File: config.mk
export PLATFORM = sky130hd
export DESIGN_NAME = dual_hbridge_slow_decay_pwm
export DESIGN_NICKNAME = d
export VERILOG_FILES = /design/src/rtl/dhb_pkg.sv /design/src/rtl/dual_hbridge_slow_decay_pwm.sv /design/src/rtl/dhb_front.sv /design/src/rtl/dhb_fifo.sv /design/src/rtl/dhb_back.sv
export SDC_FILE = /design/constraint.sdc
export NUM_CORES = 2
export LEC_CHECK = 0
export ABC_AREA = 1
export BUFFER_PORTS_ARGS = -buffer_cell sky130_fd_sc_hd__buf_2
export CAP_MARGIN = 10
export CORE_MARGIN = 1.5
export CORE_UTILIZATION = 55
export CTS_CLUSTER_DIAMETER = 60
export DETAILED_ROUTE_END_ITERATION = 6
export GPL_TIMING_DRIVEN = 0
export PLACE_DENSITY = 0.78
export SYNTH_ARGS = -nofsm -noshare
export SYNTH_HDL_FRONTEND = slang
export SYNTH_SLANG_ARGS = --single-unit
File: constraint.sdc
create_clock -name clock -period 7.84 [get_ports clock]
set_input_delay 1.176 -clock clock [delete_from_list [all_inputs] [get_ports clock]]
set_output_delay 1.176 -clock clock [all_outputs]
set_load 0.005 [all_outputs]
File: src/rtl/dhb_pkg.sv
// dhb_pkg: shared types, codes and constants for the dual H-bridge PWM block.
// No dependencies; imported by every module under rtl/.
package dhb_pkg;

   // PWM counter width and the width used for counter/compare/period compares
   localparam int CNT_W = 16;
   localparam int CMP_W = (CNT_W > 16) ? CNT_W : 16;

   // command queue between the front and back parts
   localparam int QDEPTH = 8;
   localparam int QADDR_W = $clog2(QDEPTH);
   localparam int QCNT_W = QADDR_W + 1;
   localparam int CRED_W = QCNT_W + 1;

   // speed arithmetic
   localparam int MAG_W = 10;
   localparam int PROD_W = MAG_W + 16;
   localparam int RECIP_W = 24;
   localparam int QF_W = PROD_W - 3 + RECIP_W;
   // x / 1000 == (x >> 3) / 125, and (y * RECIP_125) >> RECIP_SHIFT == y / 125
   // exactly for every y below 2^23
   localparam logic [RECIP_W-1:0] RECIP_125 = 24'd8589935;
   localparam int RECIP_SHIFT = 30;
   localparam logic [MAG_W-1:0] MAG_MAX = 10'd1000;
   localparam logic signed [15:0] CMD_MAX = 16'sd1000;
   localparam logic signed [15:0] CMD_MIN = -16'sd1000;

   // register indexes
   localparam logic [1:0] CSR_PERIOD = 2'd0;
   localparam logic [1:0] CSR_DEADBAND = 2'd1;
   localparam logic [1:0] CSR_BRAKE = 2'd2;

   localparam logic [15:0] PERIOD_RESET = 16'd500;

   typedef enum logic [2:0] {
      OP_TICK  = 3'd0,
      OP_SET   = 3'd1,
      OP_COAST = 3'd2,
      OP_BRAKE = 3'd3,
      OP_SLEEP = 3'd4,
      OP_WAKE  = 3'd5
   } op_type;

   typedef enum logic [1:0] {
      MODE_LOW  = 2'd0,
      MODE_HIGH = 2'd1,
      MODE_PWM  = 2'd2
   } mode_type;

   typedef struct packed {
      logic [2:0]        opcode;
      logic signed [15:0] left_command;
      logic signed [15:0] right_command;
   } req_type;

   typedef struct packed {
      logic left_in1;
      logic left_in2;
      logic right_in1;
      logic right_in2;
      logic sleep_n;
   } rsp_type;

   typedef struct packed {
      logic [15:0]      pwm_period;
      logic [MAG_W-1:0] deadband;
      logic             stop_brake;
   } cfg_type;

   // one bridge of a decoded set command
   typedef struct packed {
      logic        stop;
      logic        fwd;
      logic [15:0] cmp;
   } bridge_cmd_type;

   typedef struct packed {
      logic [2:0]                op;
      bridge_cmd_type [1:0]      br;   // [0] left, [1] right
   } queue_entry_type;

   typedef struct packed {
      logic       push;
      logic [1:0] inflight;
   } front_status_type;

   // clamp to -1000..1000 and return the magnitude
   function automatic logic [MAG_W-1:0] clamp_mag(input logic signed [15:0] v);
      logic [15:0] neg;
      neg = 16'(-v);
      if (v < CMD_MIN || v > CMD_MAX) begin
         return MAG_MAX;
      end else if (v[15]) begin
         return neg[MAG_W-1:0];
      end else begin
         return v[MAG_W-1:0];
      end
   endfunction

endpackage

File: src/rtl/dual_hbridge_slow_decay_pwm.sv
// dual_hbridge_slow_decay_pwm: top level of the dual H-bridge slow-decay PWM
// driver. Instantiates dhb_front, dhb_fifo and dhb_back; uses dhb_pkg.
//
// Usage:
//  - req_* carries one command transaction (tick, set speeds, coast all,
//    brake all, sleep, wake) under valid/ready. Every accepted transaction
//    yields exactly one rsp_* transaction with the four pin levels and
//    sleep_n as they stand after that command.
//  - csr_* is a write-only register port (period, deadband, stop_brake);
//    write it only while no transaction is in flight.
//  - A request passes three front stages (set-command arithmetic), one queue
//    write and one back/result register before its response shows, and
//    waits longer if rsp_ready is held low.
//  - Throughput: one transaction per clock. The front pipeline never stalls;
//    req_ready is a credit check so the 8-entry queue can never overflow.
//  - When the receiver stalls, the result register holds and the queue
//    fills; req_ready drops once queue plus in-flight front items reach 8.
//  - Reset (synchronous, active high) empties the pipeline and queue,
//    restores period 500, deadband 0, coast on stop, counter 0, all pins
//    coasting and the driver awake.
module dual_hbridge_slow_decay_pwm (
   input  logic             clock,
   input  logic             reset,
   input  logic             req_valid,
   output logic             req_ready,
   input  dhb_pkg::req_type req_data,
   output logic             rsp_valid,
   input  logic             rsp_ready,
   output dhb_pkg::rsp_type rsp_data,
   input  logic             csr_write_en,
   input  logic [1:0]       csr_index,
   input  logic [15:0]      csr_wdata
);
   import dhb_pkg::*;

   cfg_type          cfg_ff, cfg_in;
   front_status_type front_status;
   queue_entry_type  push_data;
   queue_entry_type  q_head;
   logic             q_valid;
   logic             pop;
   logic [QCNT_W-1:0] q_count;
   logic [CRED_W-1:0] credits_used;
   logic             req_accept;

   // configuration registers
   always_comb begin
      cfg_in = cfg_ff;
      if (csr_write_en) begin
         unique case (csr_index)
            CSR_PERIOD:   cfg_in.pwm_period = csr_wdata;
            CSR_DEADBAND: cfg_in.deadband   = csr_wdata[MAG_W-1:0];
            CSR_BRAKE:    cfg_in.stop_brake = csr_wdata[0];
            default: ;
         endcase
      end
   end

   always_ff @(posedge clock) begin
      if (reset) begin
         cfg_ff.pwm_period <= PERIOD_RESET;
         cfg_ff.deadband   <= '0;
         cfg_ff.stop_brake <= 1'b0;
      end else begin
         cfg_ff <= cfg_in;
      end
   end

   // credit check: queue entries plus items still in the front pipeline
   assign credits_used = CRED_W'(q_count) + CRED_W'(front_status.inflight);
   assign req_ready    = credits_used < CRED_W'(QDEPTH);
   assign req_accept   = req_valid && req_ready;

   dhb_front u_front (
      .clock     (clock),
      .reset     (reset),
      .cfg       (cfg_ff),
      .in_valid  (req_accept),
      .in_data   (req_data),
      .status    (front_status),
      .push_data (push_data)
   );

   dhb_fifo u_fifo (
      .clock     (clock),
      .reset     (reset),
      .push      (front_status.push),
      .push_data (push_data),
      .pop       (pop),
      .not_empty (q_valid),
      .head      (q_head),
      .count     (q_count)
   );

   dhb_back u_back (
      .clock     (clock),
      .reset     (reset),
      .cfg       (cfg_ff),
      .q_valid   (q_valid),
      .q_head    (q_head),
      .pop       (pop),
      .rsp_valid (rsp_valid),
      .rsp_ready (rsp_ready),
      .rsp_data  (rsp_data)
   );

`ifndef NO_ASSERTIONS
   a_credit_bound: assert property (@(posedge clock) disable iff (reset)
      credits_used <= CRED_W'(QDEPTH))
      else $error("queue credits exceeded");
`endif

endmodule

File: src/rtl/dhb_front.sv
// dhb_front: accepts transactions and turns set commands into per-bridge
// stop/direction/compare values over three pipeline stages. Uses dhb_pkg.
module dhb_front (
   input  logic                      clock,
   input  logic                      reset,
   input  dhb_pkg::cfg_type          cfg,
   input  logic                      in_valid,
   input  dhb_pkg::req_type          in_data,
   output dhb_pkg::front_status_type status,
   output dhb_pkg::queue_entry_type  push_data
);
   import dhb_pkg::*;

   // stage 1: clamp, deadband
   logic                  s1_valid_ff, s1_valid_in;
   logic [2:0]            s1_op_ff;
   logic [1:0][MAG_W-1:0] s1_mag_ff, s1_mag_in;
   logic [1:0]            s1_neg_ff, s1_neg_in;
   // stage 2: mag * period
   logic                  s2_valid_ff;
   logic [2:0]            s2_op_ff;
   logic [1:0][PROD_W-1:0] s2_prod_ff, s2_prod_in;
   logic [1:0]            s2_neg_ff, s2_zero_ff, s2_zero_in;
   // stage 3: divide by 1000
   logic                  s3_valid_ff;
   logic [2:0]            s3_op_ff;
   logic [1:0][15:0]      s3_duty_ff, s3_duty_in;
   logic [1:0]            s3_neg_ff, s3_zero_ff;
   logic [1:0][QF_W-1:0]  qf;
   logic signed [15:0]    cmd [2];

   assign cmd[0] = in_data.left_command;
   assign cmd[1] = in_data.right_command;
   assign s1_valid_in = in_valid;

   always_comb begin
      for (int b = 0; b < 2; b++) begin
         s1_mag_in[b] = clamp_mag(cmd[b]);
         if (s1_mag_in[b] < cfg.deadband) begin
            s1_mag_in[b] = '0;
         end
         s1_neg_in[b] = cmd[b][15];
         s2_prod_in[b] = PROD_W'(s1_mag_ff[b]) * PROD_W'(cfg.pwm_period);
         s2_zero_in[b] = (s1_mag_ff[b] == '0);
         qf[b] = QF_W'(s2_prod_ff[b][PROD_W-1:3]) * QF_W'(RECIP_125);
         s3_duty_in[b] = qf[b][RECIP_SHIFT +: 16];
      end
   end

   always_ff @(posedge clock) begin
      if (reset) begin
         s1_valid_ff <= 1'b0;
         s2_valid_ff <= 1'b0;
         s3_valid_ff <= 1'b0;
      end else begin
         s1_valid_ff <= s1_valid_in;
         s2_valid_ff <= s1_valid_ff;
         s3_valid_ff <= s2_valid_ff;
      end
   end

   always_ff @(posedge clock) begin
      s1_op_ff   <= in_data.opcode;
      s1_mag_ff  <= s1_mag_in;
      s1_neg_ff  <= s1_neg_in;
      s2_op_ff   <= s1_op_ff;
      s2_prod_ff <= s2_prod_in;
      s2_neg_ff  <= s1_neg_ff;
      s2_zero_ff <= s2_zero_in;
      s3_op_ff   <= s2_op_ff;
      s3_duty_ff <= s3_duty_in;
      s3_neg_ff  <= s2_neg_ff;
      s3_zero_ff <= s2_zero_ff;
   end

   always_comb begin
      push_data.op = s3_op_ff;
      for (int b = 0; b < 2; b++) begin
         push_data.br[b].stop = s3_zero_ff[b] || (s3_duty_ff[b] == '0);
         push_data.br[b].fwd  = !s3_neg_ff[b];
         push_data.br[b].cmp  = cfg.pwm_period - s3_duty_ff[b];
      end
      status.push = s3_valid_ff;
      status.inflight = 2'({1'b0, s1_valid_ff} + {1'b0, s2_valid_ff} + {1'b0, s3_valid_ff});
   end

endmodule

File: src/rtl/dhb_fifo.sv
// dhb_fifo: short command queue between the front and back parts.
// Uses dhb_pkg for the entry type and depth.
module dhb_fifo (
   input  logic                     clock,
   input  logic                     reset,
   input  logic                     push,
   input  dhb_pkg::queue_entry_type push_data,
   input  logic                     pop,
   output logic                     not_empty,
   output dhb_pkg::queue_entry_type head,
   output logic [dhb_pkg::QCNT_W-1:0] count
);
   import dhb_pkg::*;

   queue_entry_type       mem [QDEPTH];
   logic [QADDR_W-1:0]    wr_ptr_ff, wr_ptr_in;
   logic [QADDR_W-1:0]    rd_ptr_ff, rd_ptr_in;
   logic [QCNT_W-1:0]     count_ff, count_in;

   always_comb begin
      wr_ptr_in = push ? wr_ptr_ff + QADDR_W'(1) : wr_ptr_ff;
      rd_ptr_in = pop ? rd_ptr_ff + QADDR_W'(1) : rd_ptr_ff;
      count_in = count_ff + QCNT_W'(push) - QCNT_W'(pop);
   end

   always_ff @(posedge clock) begin
      if (reset) begin
         wr_ptr_ff <= '0;
         rd_ptr_ff <= '0;
         count_ff  <= '0;
      end else begin
         wr_ptr_ff <= wr_ptr_in;
         rd_ptr_ff <= rd_ptr_in;
         count_ff  <= count_in;
      end
   end

   always_ff @(posedge clock) begin
      if (push) begin
         mem[wr_ptr_ff] <= push_data;
      end
   end

   assign head = mem[rd_ptr_ff];
   assign not_empty = (count_ff != '0);
   assign count = count_ff;

`ifndef NO_ASSERTIONS
   a_no_overflow: assert property (@(posedge clock) disable iff (reset)
      push |-> (count_ff < QCNT_W'(QDEPTH)) || pop)
      else $error("queue push while full");
   a_no_underflow: assert property (@(posedge clock) disable iff (reset)
      pop |-> count_ff != '0)
      else $error("queue pop while empty");
`endif

endmodule

File: src/rtl/dhb_back.sv
// dhb_back: bridge state (counter, pin modes, compares, sleep) and the
// registered result stage. Uses dhb_pkg.
module dhb_back (
   input  logic                     clock,
   input  logic                     reset,
   input  dhb_pkg::cfg_type         cfg,
   input  logic                     q_valid,
   input  dhb_pkg::queue_entry_type q_head,
   output logic                     pop,
   output logic                     rsp_valid,
   input  logic                     rsp_ready,
   output dhb_pkg::rsp_type         rsp_data
);
   import dhb_pkg::*;

   logic [CNT_W-1:0]    counter_ff, counter_in, counter_nxt;
   mode_type [3:0]      mode_ff, mode_in;
   logic [3:0][15:0]    shadow_ff, shadow_in;
   logic [3:0][15:0]    active_ff, active_in;
   logic                awake_ff, awake_in;
   logic                rsp_valid_ff, rsp_valid_in;
   rsp_type             rsp_data_ff, rsp_data_in;
   logic [3:0]          level;
   mode_type            stop_mode;
   logic                is_tick;

   assign pop = q_valid && (!rsp_valid_ff || rsp_ready);
   assign stop_mode = cfg.stop_brake ? MODE_HIGH : MODE_LOW;
   assign is_tick = (q_head.op == OP_TICK);

   always_comb begin
      counter_in = counter_ff;
      mode_in    = mode_ff;
      shadow_in  = shadow_ff;
      active_in  = active_ff;
      awake_in   = awake_ff;
      counter_nxt = counter_ff + CNT_W'(1);
      if (CMP_W'(counter_nxt) >= CMP_W'(cfg.pwm_period)) begin
         counter_nxt = '0;
      end
      if (pop) begin
         case (q_head.op)
            OP_TICK: begin
               counter_in = counter_nxt;
               if (counter_nxt == '0) begin
                  active_in = shadow_ff;
               end
            end
            OP_SET: begin
               for (int b = 0; b < 2; b++) begin
                  if (q_head.br[b].stop) begin
                     mode_in[2*b]   = stop_mode;
                     mode_in[2*b+1] = stop_mode;
                  end else if (q_head.br[b].fwd) begin
                     mode_in[2*b]     = MODE_HIGH;
                     mode_in[2*b+1]   = MODE_PWM;
                     shadow_in[2*b+1] = q_head.br[b].cmp;
                  end else begin
                     mode_in[2*b+1] = MODE_HIGH;
                     mode_in[2*b]   = MODE_PWM;
                     shadow_in[2*b] = q_head.br[b].cmp;
                  end
               end
            end
            OP_COAST: mode_in = {4{MODE_LOW}};
            OP_BRAKE: mode_in = {4{MODE_HIGH}};
            OP_SLEEP: begin
               mode_in  = {4{MODE_LOW}};
               awake_in = 1'b0;
            end
            OP_WAKE: awake_in = 1'b1;
            default: ;
         endcase
      end

      for (int g = 0; g < 4; g++) begin
         case (mode_in[g])
            MODE_HIGH: level[g] = 1'b1;
            MODE_PWM:  level[g] = CMP_W'(counter_in) < CMP_W'(active_in[g]);
            default:   level[g] = 1'b0;
         endcase
      end

      rsp_data_in.left_in1  = level[0];
      rsp_data_in.left_in2  = level[1];
      rsp_data_in.right_in1 = level[2];
      rsp_data_in.right_in2 = level[3];
      rsp_data_in.sleep_n   = awake_in;

      if (pop) begin
         rsp_valid_in = 1'b1;
      end else if (rsp_ready) begin
         rsp_valid_in = 1'b0;
      end else begin
         rsp_valid_in = rsp_valid_ff;
      end
   end

   always_ff @(posedge clock) begin
      if (reset) begin
         counter_ff   <= '0;
         mode_ff      <= {4{MODE_LOW}};
         shadow_ff    <= '0;
         active_ff    <= '0;
         awake_ff     <= 1'b1;
         rsp_valid_ff <= 1'b0;
      end else begin
         counter_ff   <= counter_in;
         mode_ff      <= mode_in;
         shadow_ff    <= shadow_in;
         active_ff    <= active_in;
         awake_ff     <= awake_in;
         rsp_valid_ff <= rsp_valid_in;
      end
   end

   always_ff @(posedge clock) begin
      if (pop) begin
         rsp_data_ff <= rsp_data_in;
      end
   end

   assign rsp_valid = rsp_valid_ff;
   assign rsp_data  = rsp_data_ff;

`ifndef NO_ASSERTIONS
   a_sleep_coasts: assert property (@(posedge clock) disable iff (reset)
      (pop && q_head.op == OP_SLEEP) |=> rsp_valid_ff && (rsp_data_ff == '0))
      else $error("sleep did not coast all pins");
   a_wrap_loads: assert property (@(posedge clock) disable iff (reset)
      (pop && is_tick && counter_nxt == '0) |=> (active_ff == shadow_ff))
      else $error("compares not loaded at counter zero");
`endif

endmodule

==> impl_results.html <==
<table>
<tr><th>Metric</th><th>Value</th></tr>
<tr><th colspan="2">Outcome</th></tr>
<tr><td>Outcome</td><td>completed</td></tr>
<tr><th colspan="2">Final layout</th></tr>
<tr><td>Share of cells above drive strength 1</td><td>between 3 and 4%</td></tr>
<tr><td>Area used by multi-input combinational logic</td><td>about 0.032 mm^2</td></tr>
<tr><td>Net count of the finished layout</td><td>7308</td></tr>
<tr><td>Filler Cell Count</td><td>about 8000</td></tr>
<tr><td>Final cell utilization of the core</td><td>60.0%</td></tr>
<tr><td>Count of placed standard cells in the final layout, fillers left out</td><td>~7300</td></tr>
<tr><td>Footprint of the flip-flops and latches</td><td>~0.016 mm^2</td></tr>
<tr><td>Syn-to-layout area delta</td><td>8.39%</td></tr>
<tr><th colspan="2">CTS</th></tr>
<tr><td>TritonCTS buffer count</td><td>70</td></tr>
<tr><td>Clock latency on the worst-skew pair</td><td>~640 ps</td></tr>
<tr><td>Num Clock Sinks</td><td>631</td></tr>
<tr><td>Hold-fix buffer count after cts</td><td>0</td></tr>
<tr><td>Number of H-tree levels</td><td>3</td></tr>
<tr><td>Clock transition at path regs</td><td>60 ps</td></tr>
<tr><td>Number of buffers on the longest clock path</td><td>3</td></tr>
<tr><td>Root Buffer Master</td><td>clkbuf_16</td></tr>
<tr><td>Number of setup buffers added after CTS</td><td>0</td></tr>
<tr><td>CTS tree</td><td>done</td></tr>
<tr><td>Resized Gates After CTS</td><td>0</td></tr>
<tr><th colspan="2">Synthesis</th></tr>
<tr><td>Leading cell types by total area after synthesis</td><td>fa_1, edfxtp_1, ha_1</td></tr>
<tr><td>Share of flip-flops with an asynchronous set or reset after synthesis</td><td>0%</td></tr>
<tr><td>Cell area after technology mapping</td><td>around 0.053 mm^2</td></tr>
<tr><td>Count of warnings emitted by yosys</td><td>0</td></tr>
<tr><td>Top flip-flop cell by instance count after synthesis</td><td>edfxtp_1</td></tr>
<tr><td>Avg Inst Size Synth</td><td>approximately 9.1 um^2</td></tr>
<tr><td>Sequential-to-total area share from yosys stat</td><td>just under 30%</td></tr>
<tr><td>Synth Register Bits</td><td>about 630</td></tr>
<tr><td>Distinct cells, synth</td><td>between 50 and 60</td></tr>
<tr><td>Share of the synthesized area in the top cell type</td><td>between 20% and 30%</td></tr>
<tr><td>Post-Synthesis Net Count</td><td>between 7000 and 8000</td></tr>
<tr><td>Number of enable flip-flop cells after synthesis</td><td>317</td></tr>
<tr><td>Post-synthesis instance total</td><td>5839</td></tr>
<tr><td>Cell type with the largest total area after synthesis</td><td>fa_1</td></tr>
<tr><th colspan="2">STA</th></tr>
<tr><td>Slew @ Worst Pin</td><td>around 1200 ps</td></tr>
<tr><td>Share of the cycle needed by the critical path after routing</td><td>90.3%</td></tr>
<tr><td>Final critical path time including I/O delays and setup</td><td>between 7000 and 8000 ps</td></tr>
<tr><td>Headroom to the max-slew limit</td><td>between 15 and 20%</td></tr>
<tr><td>Final Setup Violations</td><td>0</td></tr>
<tr><td>Setup repair after global routing missed its margin</td><td>no</td></tr>
<tr><td>Max Freq</td><td>between 100 and 150 MHz</td></tr>
<tr><td>Final hold viol count</td><td>0</td></tr>
<tr><td>Final max-slew violation count</td><td>0</td></tr>
<tr><td>Final setup TNS</td><td>0 ps</td></tr>
<tr><td>Worst clock skew on the final layout</td><td>between 30 and 40 ps</td></tr>
<tr><th colspan="2">Die</th></tr>
<tr><td>Standard cell core area</td><td>just under 0.1 mm^2</td></tr>
<tr><td>Row Count</td><td>114</td></tr>
<tr><td>Die extent in x</td><td>around 310 um</td></tr>
<tr><td>Number of top-level pins</td><td>65</td></tr>
<tr><td>Die area</td><td>just under 0.1 mm^2</td></tr>
<tr><td>Initial Util</td><td>55.4%</td></tr>
<tr><td>Die span in y</td><td>~310 um</td></tr>
<tr><th colspan="2">Global route</th></tr>
<tr><td>Initial antenna violation count</td><td>7</td></tr>
<tr><td>Vias in the first global route</td><td>between 40000 and 50000</td></tr>
<tr><td>Global-route wire length before repair</td><td>~220000 um</td></tr>
<tr><td>Total overflow reported by the global router</td><td>0</td></tr>
<tr><td>Global router's overall resource usage</td><td>just under 30%</td></tr>
<tr><td>Maximum number of pins on one net before global-route repair</td><td>28</td></tr>
<tr><th colspan="2">Placement</th></tr>
<tr><td>Cell count after placement</td><td>roughly 7200</td></tr>
<tr><td>Dpl hpwl</td><td>roughly 110000 um</td></tr>
<tr><td>Final weighted congestion in routability-driven placement</td><td>roughly 0.94</td></tr>
<tr><td>Buffers on Ports</td><td>between 60 and 70</td></tr>
<tr><th colspan="2">Routing</th></tr>
<tr><td>Drt total wl</td><td>~140000 um</td></tr>
<tr><td>Iteration-0 DRC count of the detailed router</td><td>around 3700</td></tr>
<tr><td>Drt pass-1 iters</td><td>6</td></tr>
<tr><td>Number of vias after detailed routing</td><td>40600</td></tr>
<tr><td>Vias/cell</td><td>around 5.5</td></tr>
<tr><td>Routed wire length per instance</td><td>around 19 um</td></tr>
<tr><td>DRC viols</td><td>0</td></tr>
<tr><td>Antenna violation net count after detailed routing</td><td>0</td></tr>
<tr><th colspan="2">Critical path</th></tr>
<tr><td>Startpoint type of the worst setup path</td><td>flop</td></tr>
<tr><td>Critical Path, Cell by Cell</td><td>fa_1 -&gt; fa_1 -&gt; fa_1 -&gt; inv_1 -&gt; fa_1 -&gt; inv_1 -&gt; fa_1 -&gt; fa_1 -&gt; inv_1 -&gt; fa_1 -&gt; inv_1 -&gt; ha_1 -&gt; a21oi_1 -&gt; o21ai_0 -&gt; nand2_1 -&gt; o211ai_1 -&gt; nor3_1 -&gt; o21ai_0 -&gt; a21boi_0 -&gt; o21bai_1 -&gt; nand2_1 -&gt; nand2_1 -&gt; xor2_1</td></tr>
<tr><td>Number of cells traversed by the worst register-to-register path</td><td>23</td></tr>
<tr><td>Critical path type</td><td>reg -&gt; reg</td></tr>
<tr><td>Highest-delay cell along the critical path</td><td>dfxtp_1</td></tr>
<tr><td>Kind of end point of the critical path</td><td>flop</td></tr>
<tr><td>Peak per-stage delay on the critical path</td><td>between 700 and 800 ps</td></tr>
<tr><td>CP max FO</td><td>8</td></tr>
<tr><td>Signal arrival time at the worst endpoint</td><td>roughly 7600 ps</td></tr>
<tr><td>Dominant cell type by count on the critical path</td><td>fa_1</td></tr>
<tr><td>Required time of the critical path</td><td>approximately 8400 ps</td></tr>
<tr><th colspan="2">Run</th></tr>
<tr><td>Number of maximum-capacitance constraint violations</td><td>0</td></tr>
<tr><th colspan="2">Worst hold path</th></tr>
<tr><td>Worst Hold Depth</td><td>0</td></tr>
<tr><td>Hold Crit Class</td><td>reg -&gt; reg</td></tr>
</table>
==> cells in the final DEF (no fill, tap or decap), drive strengths merged, types with 14 or more instances in the layout <==
cell and instances:
edfxtp 317, a21oi 277, a31oi 50, fa 534, ha 734, xor2 91
nand2 710, o22ai 41, a211oi 22, nor2 634, o211ai 20, o21ai 351
dfxtp 314, nor4 21, clkinv 22, clkbuf 249, o21a 14, buf 105
inv 1228, mux2i 57, nor3 28, nand4 38, nand3 67, xnor2 45
==> final cells by class <==
class                           instances  share of cell area, %
Multi-Input combinational cell       3800                   55.8
Sequential cell                       631                   27.3
Inverter                             1224                   7.94
Clock buffer                           99                   3.35
Tap cell                             1276                   2.76
Buffer                                184                   1.27
Timing Repair Buffer                   71                  0.822
Clock inverter                         31                  0.679
Antenna cell                            7                 0.0303
==> Yosys cell counts (13+ instances only) <==
master	count
a211oi_1	22
a21o_1	13
a21oi_1	276
a31oi_1	49
buf_2	16
clkbuf_1	150
dfxtp_1	314
edfxtp_1	317
fa_1	534
ha_1	734
inv_1	1218
mux2i_1	57
nand2_1	706
nand3_1	64
nand4_1	38
nor2_1	630
nor3_1	28
nor4_1	21
o211ai_1	20
o21a_1	14
o21ai_0	333
o21ai_1	18
o22ai_1	41
xnor2_1	45
xor2_1	91
==> routing by layer <==
layer / routed length (um) / GRT usage (%) / up-vias
met5: 0 / 0 / -
met4: 6170 / 12.3 / 0
met3: 12600 / 4.72 / 356
met2: 65300 / 47.8 / 1690
met1: 56000 / 37.6 / 19600
li1: - / - / 18900
==> through the flow <==
| step | setup slack (ps) | instance area, um^2 | hold WS, ps |
|---|---|---|---|
| 2_1_floorplan | 2040 | 53400 | 310 |
| 3_3_place_gp | 1060 | 55300 | 310 |
| 3_5_place_dp | 881 | 55500 | 312 |
| 4_1_cts | 792 | 57800 | 310 |
| 5_1_grt | 433 | 57800 | 329 |
| 6_report | 762 | 57900 | 314 |
==> cells by family after synthesis <==
family          count (synthesis)  synth area share [%]
simple gates                 1514                  11.4
buf+inv                      1408                  9.99
fa+ha+maj                    1268                  37.2
compound gates                825                  8.51
flops                         631                  29.6
xor+xnor                      136                  2.23
mux                            57                  1.07
==> critical path, delay by kind of cell, from the launching register on <==
kind | cells | cell delay (ps)
adders and majority gates | 8 | 3790
DFF | 1 | 710
xor gates and xnor gates | 1 | 140
buffers and inverters | 4 | 220
and+or+nand+nor | 4 | 840
AOI/OAI and AO/OA | 6 | 1260
==> path summary, 6_finish.rpt <==
kind,from,slack (ps),endpoint
max reg2reg,u_front.s2_prod_ff[23]$_DFF_P_,760,u_front.s3_duty_ff[12]$_DFF_P_
max,u_front.s2_prod_ff[23]$_DFF_P_,760,u_front.s3_duty_ff[12]$_DFF_P_
min reg2reg,u_front.s2_neg_ff[1]$_DFF_P_,310,u_front.s3_neg_ff[1]$_DFF_P_
min,u_front.s2_neg_ff[1]$_DFF_P_,310,u_front.s3_neg_ff[1]$_DFF_P_
==> state kept, by name (all words and copies together), names as in the netlist, 4 cells and up, named ones only <==
| register | cells |
|---|---|
| u_front.s2_prod_ff | 46 |
| u_back.mode_ff | 8 |
| u_front.s1_mag_ff | 20 |
| cfg_ff | 27 |
| u_fifo.count | 4 |
| u_fifo.mem | 312 |
| u_back.rsp_data | 5 |
| u_back.shadow_ff | 64 |
| u_back.counter_ff | 16 |
| u_back.active_ff | 64 |
| u_front.s3_duty_ff | 32 |
Power is left out: the tool's default activity adds up to more than one toggle a clock period on the data nets, which glitch-free logic cannot reach.
